[src/rtl/core/pn2d_pkg.sv]
// shared constants and arithmetic helpers for 2-d gradient noise
package pn2d_pkg;

  localparam logic [31:0] HashMulA = 32'd3284157443;
  localparam logic [31:0] HashMulB = 32'd1911520717;
  localparam logic [31:0] HashMulC = 32'd2048419325;

  localparam int unsigned OffW = 18;  // signed corner offset, -65536..65535
  localparam int unsigned GrdW = 16;  // signed gradient component, q14
  localparam int unsigned DotW = 20;  // signed dot product, q16
  localparam int unsigned FadW = 17;  // fade weight, 0..65536

  function automatic logic [31:0] rot16(input logic [31:0] v);
    rot16 = {v[15:0], v[31:16]};
  endfunction

  // position inside the quarter wave, q14 (0..16384), mirrored on odd quarters
  function automatic logic [14:0] quarter_pos(input logic [15:0] u);
    quarter_pos = u[14] ? 15'(15'd16384 - 15'(u[13:0])) : 15'(u[13:0]);
  endfunction

  // z^2 in q14
  function automatic logic [14:0] q14_sq(input logic [14:0] z);
    logic [29:0] zz;
    zz = 30'(z) * 30'(z);
    q14_sq = zz[28:14];
  endfunction

  // inner polynomial term 10512 - 1160*z2
  function automatic logic [13:0] sine_t(input logic [14:0] z2);
    logic [25:0] p;
    p = 26'(11'd1160) * 26'(z2);
    sine_t = 14'(14'd10512 - 14'(p[25:14]));
  endfunction

  // outer polynomial term 25736 - t*z2
  function automatic logic [14:0] sine_s(input logic [13:0] t, input logic [14:0] z2);
    logic [28:0] p;
    p = 29'(t) * 29'(z2);
    sine_s = 15'(15'd25736 - 15'(p[28:14]));
  endfunction

  // final s*z with the sign of the half wave, q14 signed
  function automatic logic signed [GrdW-1:0] sine_out(input logic [14:0] s,
                                                      input logic [14:0] z,
                                                      input logic        neg);
    logic [29:0] p;
    logic signed [GrdW-1:0] m;
    p = 30'(s) * 30'(z);
    m = $signed({1'b0, p[28:14]});
    sine_out = neg ? -m : m;
  endfunction

endpackage

[src/rtl/core/pn2d_fade.sv]
// quintic fade 6t^5-15t^4+10t^3 in q16, pipelined to match corner latency
module pn2d_fade
  import pn2d_pkg::*;
(
  input  logic                clk_i,
  input  logic                en_i,
  input  logic [15:0]         t_i,
  output logic [FadW-1:0]     f_o
);

  logic [15:0] t1_q;
  logic [15:0] sq1_q, cube2_q;
  logic signed [20:0] lin1_q;          // 6t - 15*65536
  logic signed [20:0] p2_q;            // quadratic term
  logic [19:0] p3_q;
  logic [15:0] cube3_q;
  logic [FadW-1:0] f4_q;
  logic [FadW-1:0] fd_q [4];           // stages 5..8

  logic signed [37:0] lt;
  logic [35:0] fp;

  assign lt = 38'(lin1_q) * 38'($signed({1'b0, t1_q}));
  assign fp = 36'(cube3_q) * 36'(p3_q);

  always_ff @(posedge clk_i) begin
    if (en_i) begin
      t1_q    <= t_i;
      sq1_q   <= 16'((32'(t_i) * 32'(t_i)) >> 16);
      lin1_q  <= 21'(6 * $signed({5'b0, t_i})) - 21'sd983040;
      cube2_q <= 16'((32'(sq1_q) * 32'(t1_q)) >> 16);
      p2_q    <= 21'(lt >>> 16);
      cube3_q <= cube2_q;
      p3_q    <= 20'(p2_q + 21'sd655360);
      f4_q    <= FadW'(fp >> 16);
      fd_q[0] <= f4_q;
      for (int k = 1; k < 4; k++) begin
        fd_q[k] <= fd_q[k-1];
      end
      f_o     <= fd_q[3];
    end
  end

endmodule

[config.mk]
export PLATFORM = sky130hd
export DESIGN_NAME = pn2d_fade
export DESIGN_NICKNAME = d
export VERILOG_FILES = /design/src/rtl/core/pn2d_pkg.sv /design/src/rtl/core/pn2d_fade.sv
export SDC_FILE = /design/constraint.sdc
export NUM_CORES = 2
export LEC_CHECK = 0
export BUFFER_PORTS_ARGS = -buffer_cell sky130_fd_sc_hd__clkbuf_2
export CORE_AREA = 5 5 253 255
export CTS_BUF_LIST = sky130_fd_sc_hd__clkbuf_16
export CTS_CLUSTER_DIAMETER = 100
export DETAILED_ROUTE_END_ITERATION = 8
export DIE_AREA = 0 0 258 260
export GPL_TIMING_DRIVEN = 1
export PLACE_DENSITY_LB_ADDON = 0.1
export SLEW_MARGIN = 20
export SYNTH_ARGS = -nofsm -noshare
export SYNTH_HDL_FRONTEND = slang
export SYNTH_SLANG_ARGS = --single-unit
[constraint.sdc]
create_clock -name clk_i -period 14.2 [get_ports clk_i]
set_clock_uncertainty 0.15 [all_clocks]
set_input_delay 2.84 -clock clk_i [delete_from_list [all_inputs] [get_ports clk_i]]
set_output_delay 2.84 -clock clk_i [all_outputs]
set_load 0.03 [all_outputs]
==> flow_summary.rst <==
.. list-table::
   :header-rows: 1

   * - Metric
     - Value
   * - Area growth from synthesis to layout
     - 3.87%
   * - Number of core rows
     - 91
   * - Die height
     - 260 um
   * - Core area
     - 61,400 sq um
   * - Finished Cell Area
     - 44,200 sq um
   * - Average size of a mapped cell
     - 10.1 sq um
   * - Worst slew pin tran
     - 1.00 ns
   * - Horizontal die dimension
     - 258 um
   * - Number of antenna violations at the first check in global routing
     - 2
   * - Largest family of logic cells by synthesized area
     - adder cells
   * - Cell Area, Placed
     - 43,200 sq um
   * - Max Buffers Root-to-Sink
     - 3
   * - Number of inserted filler cells in the final layout
     - 4,567
   * - Period minus WS final
     - 9.04 ns
   * - Count of flip-flops with a built-in enable after synthesis
     - 224
   * - Setup WS post-layout
     - 5.16 ns
   * - Layout cell share with drive strength beyond 1
     - 2.71%
   * - Mux share of post-synthesis cell area
     - 0.0530%
   * - Flop2flop setup slack
     - 6.66 ns
   * - Gr ovfl total
     - 0
   * - Number of detailed-route iterations in the first pass
     - 5
   * - Total number of clock tree sinks
     - 224
   * - Most used flip-flop cell after synthesis
     - edfxtp_1
   * - Largest fanout of any net on the critical path
     - 16
   * - CTS clk-pin slew, worst paths
     - 0.06 ns
   * - Weighted congestion reported at the end of routability-driven placement
     - 0.917
   * - Register-to-Register Path Depth
     - 20
   * - Total area of multi-input combinational cells
     - 31,200 sq um
   * - Post-Synth Adder-Cell Area
     - 54.7%
   * - Synth warn
     - 0
   * - Startpoint types
     - input pin
   * - Mapped Cells
     - 4,228
   * - Detailed router's first-iteration violation count
     - 1,675
   * - Net count after synthesis
     - 5,557
   * - Number of input and output port buffers inserted
     - 34
   * - Endpoint arrival time on the critical path
     - 9.19 ns
   * - Maximum clock frequency
     - 0.111 GHz
   * - First element of the critical path
     - t_i[4]
   * - Post-synthesis compound-gate area fraction
     - 2.98%
   * - Xor-xnor portion of the synthesized cell area
     - 2.29%
   * - Global-route met3 utilization
     - 5.26%
   * - Via count
     - 27,900
   * - Hold buffers post-CTS
     - 0
   * - Slew margin rel.
     - 33.0%
   * - Cell Area, Synth
     - 42,500 sq um
   * - Sequential area share after synthesis
     - 15.8%
   * - H-tree levels
     - 1
   * - R2R Path Start
     - cube3_q[7]
   * - Detail-routed via count per cell
     - 5.62
   * - # nets final
     - 5,481
   * - Overall Global Routing Usage
     - 29.9%
   * - Final-layout setup total negative slack
     - 0 ns
   * - Number of global-route vias before repair
     - 30,700
   * - Maximum number of pins on one net before global-route repair
     - 85
   * - Worst Setup Slack post-DPL
     - 4.61 ns
   * - Run status
     - finished, final reports clean
   * - Number of max-capacitance violations reported
     - 0
   * - Required arrival time at the worst endpoint
     - 14.36 ns
   * - Final hold violation count
     - 0
   * - First-pass GRT wire length
     - 159 mm
   * - Commonest cells after routing, fill and taps aside
     - 1,071 x inv_1, 912 x fa_1, 567 x nand2_1
   * - Count of antenna-violating nets left after detailed routing
     - 0
   * - Source of the worst hold timing path
     - p2_q[3]
   * - Post-route fraction of the period consumed by the critical path
     - 63.6%
   * - Setup-violating endpoint count in the final report
     - 0
   * - Unrepaired setup endpoints after global routing
     - false
   * - Post-CTS setup repair buffer count
     - 0
   * - Share of flip-flops with an asynchronous set or reset after synthesis
     - 0%
   * - Worst hold stages
     - 0
   * - Count of different cell masters after synthesis
     - 60
   * - Die area
     - 67,100 sq um
   * - Fraction of met2 tracks used by global routing
     - 49.5%
   * - Detailed Place HPWL
     - 71.7 mm
   * - Simple logic cell fraction of the synthesized area
     - 13.3%
   * - Starting density of the core
     - 69.3%
   * - Number of DRC violations after detailed routing
     - 0
   * - Total wire length
     - 94.6 mm
   * - CTS tree
     - yes
   * - Register bit total from synthesis
     - 224
   * - Crit Path Class
     - in2reg
   * - Clock network latency to the later pin of the worst-skew pair
     - 0.55 ns
   * - Sequential cell area
     - 6730 sq um
   * - Number of pins exceeding their max-slew limit in the final report
     - 0
   * - Most common library cell in the layout ignoring fill and taps
     - inv_1
   * - Number of CTS-inserted buffers
     - 26
   * - Met1 GRT Util
     - 40.5%
   * - HP Class
     - reg2reg
   * - Boundary Pins
     - 35
   * - Worst setup EP type
     - register
   * - Busiest layer in global routing
     - met2
   * - Routed len/inst
     - 19.1 um
   * - Number of instances resized during post-cts repair
     - 0
   * - Cell at the root of the clock tree
     - clkbuf_16
## per-stage QoR
step / hold slack (ns) / util, % / cells
final: 0.264 / 71.9 / 4963
after global routing: 0.270 / 71.9 / 4961
after CTS: 0.264 / 71.9 / 4961
after detailed placement: 0.255 / 70.4 / 4914
after global placement: 0.250 / 70.4 / 4914
after floorplan: 0.250 / - / 4228
## state kept, by name (all words and copies together) (netlist names)
signal and flops:
fd_q 68, p3_q 20, lin1_q 18, t1_q 16
f4_q 17, p2_q 20, cube2_q 16, f_o 17
cube3_q 16, sq1_q 16
## worst max-delay path, cell delays in order
cell and delay, ns:
clkbuf_2 0.37, inv_1 0.24, nor2_1 0.28, fa_1 0.47, inv_1 0.09, fa_1 0.42
inv_1 0.08, fa_1 0.44, fa_1 0.46, fa_1 0.51, inv_1 0.05, fa_1 0.36
inv_1 0.07, ha_1 0.27, a21o_1 0.19, a21o_1 0.18, nor3_1 0.34, nand4_1 0.28
and3_4 0.28, a311o_2 0.42, a211o_2 0.33, a21oi_2 0.15, xnor2_1 0.07
## routing by layer
metal	wire length [um]	part of all wire, %
met5	13	0.014
met3	7710	8.2
met1	37900	40
met4	4030	4.3
met2	44900	48
## cells in the mapped netlist, types with 32 or more instances
cell | instances | share of area [%]
a21oi_1 | 60 | 0.71
and2_1 | 430 | 6.3
clkbuf_1 | 157 | 1.4
edfxtp_1 | 224 | 16
fa_1 | 912 | 43
ha_1 | 399 | 12
inv_1 | 1068 | 9.4
nand2_1 | 567 | 5.0
nor2_1 | 61 | 0.54
o21ai_0 | 35 | 0.41
xnor2_1 | 79 | 1.6
xor2_1 | 32 | 0.66
## path summary, 6_finish.rpt
check	to
max	sq1_q[15]
min	p3_q[3]
max reg2reg	f4_q[16]
min reg2reg	p3_q[3]
## final cells by class
| cell class | count | area share [%] |
|---|---|---|
| multi-input combinational | 2778 | 70.6 |
| tap | 790 | 2.24 |
| clock inverter | 20 | 0.541 |
| antenna | 2 | 0.0113 |
| timing repair buffer | 54 | 0.748 |
| sequential | 224 | 15.2 |
| inverter | 1068 | 9.08 |
| clock buffer | 27 | 1.53 |
## cells by family after synthesis
| group | after synthesis |
|---|---|
| buffers and inverters | 1226 |
| flip-flops | 224 |
| AO/OA/AOI/OAI | 193 |
| adder cells (fa/ha/maj) | 1311 |
| XOR/XNOR | 111 |
| multiplexers | 2 |
| AND/OR/NAND/NOR | 1161 |
Power is not shown: default switching activity piles up to over one toggle a cycle in this logic, so the estimate is an artifact.
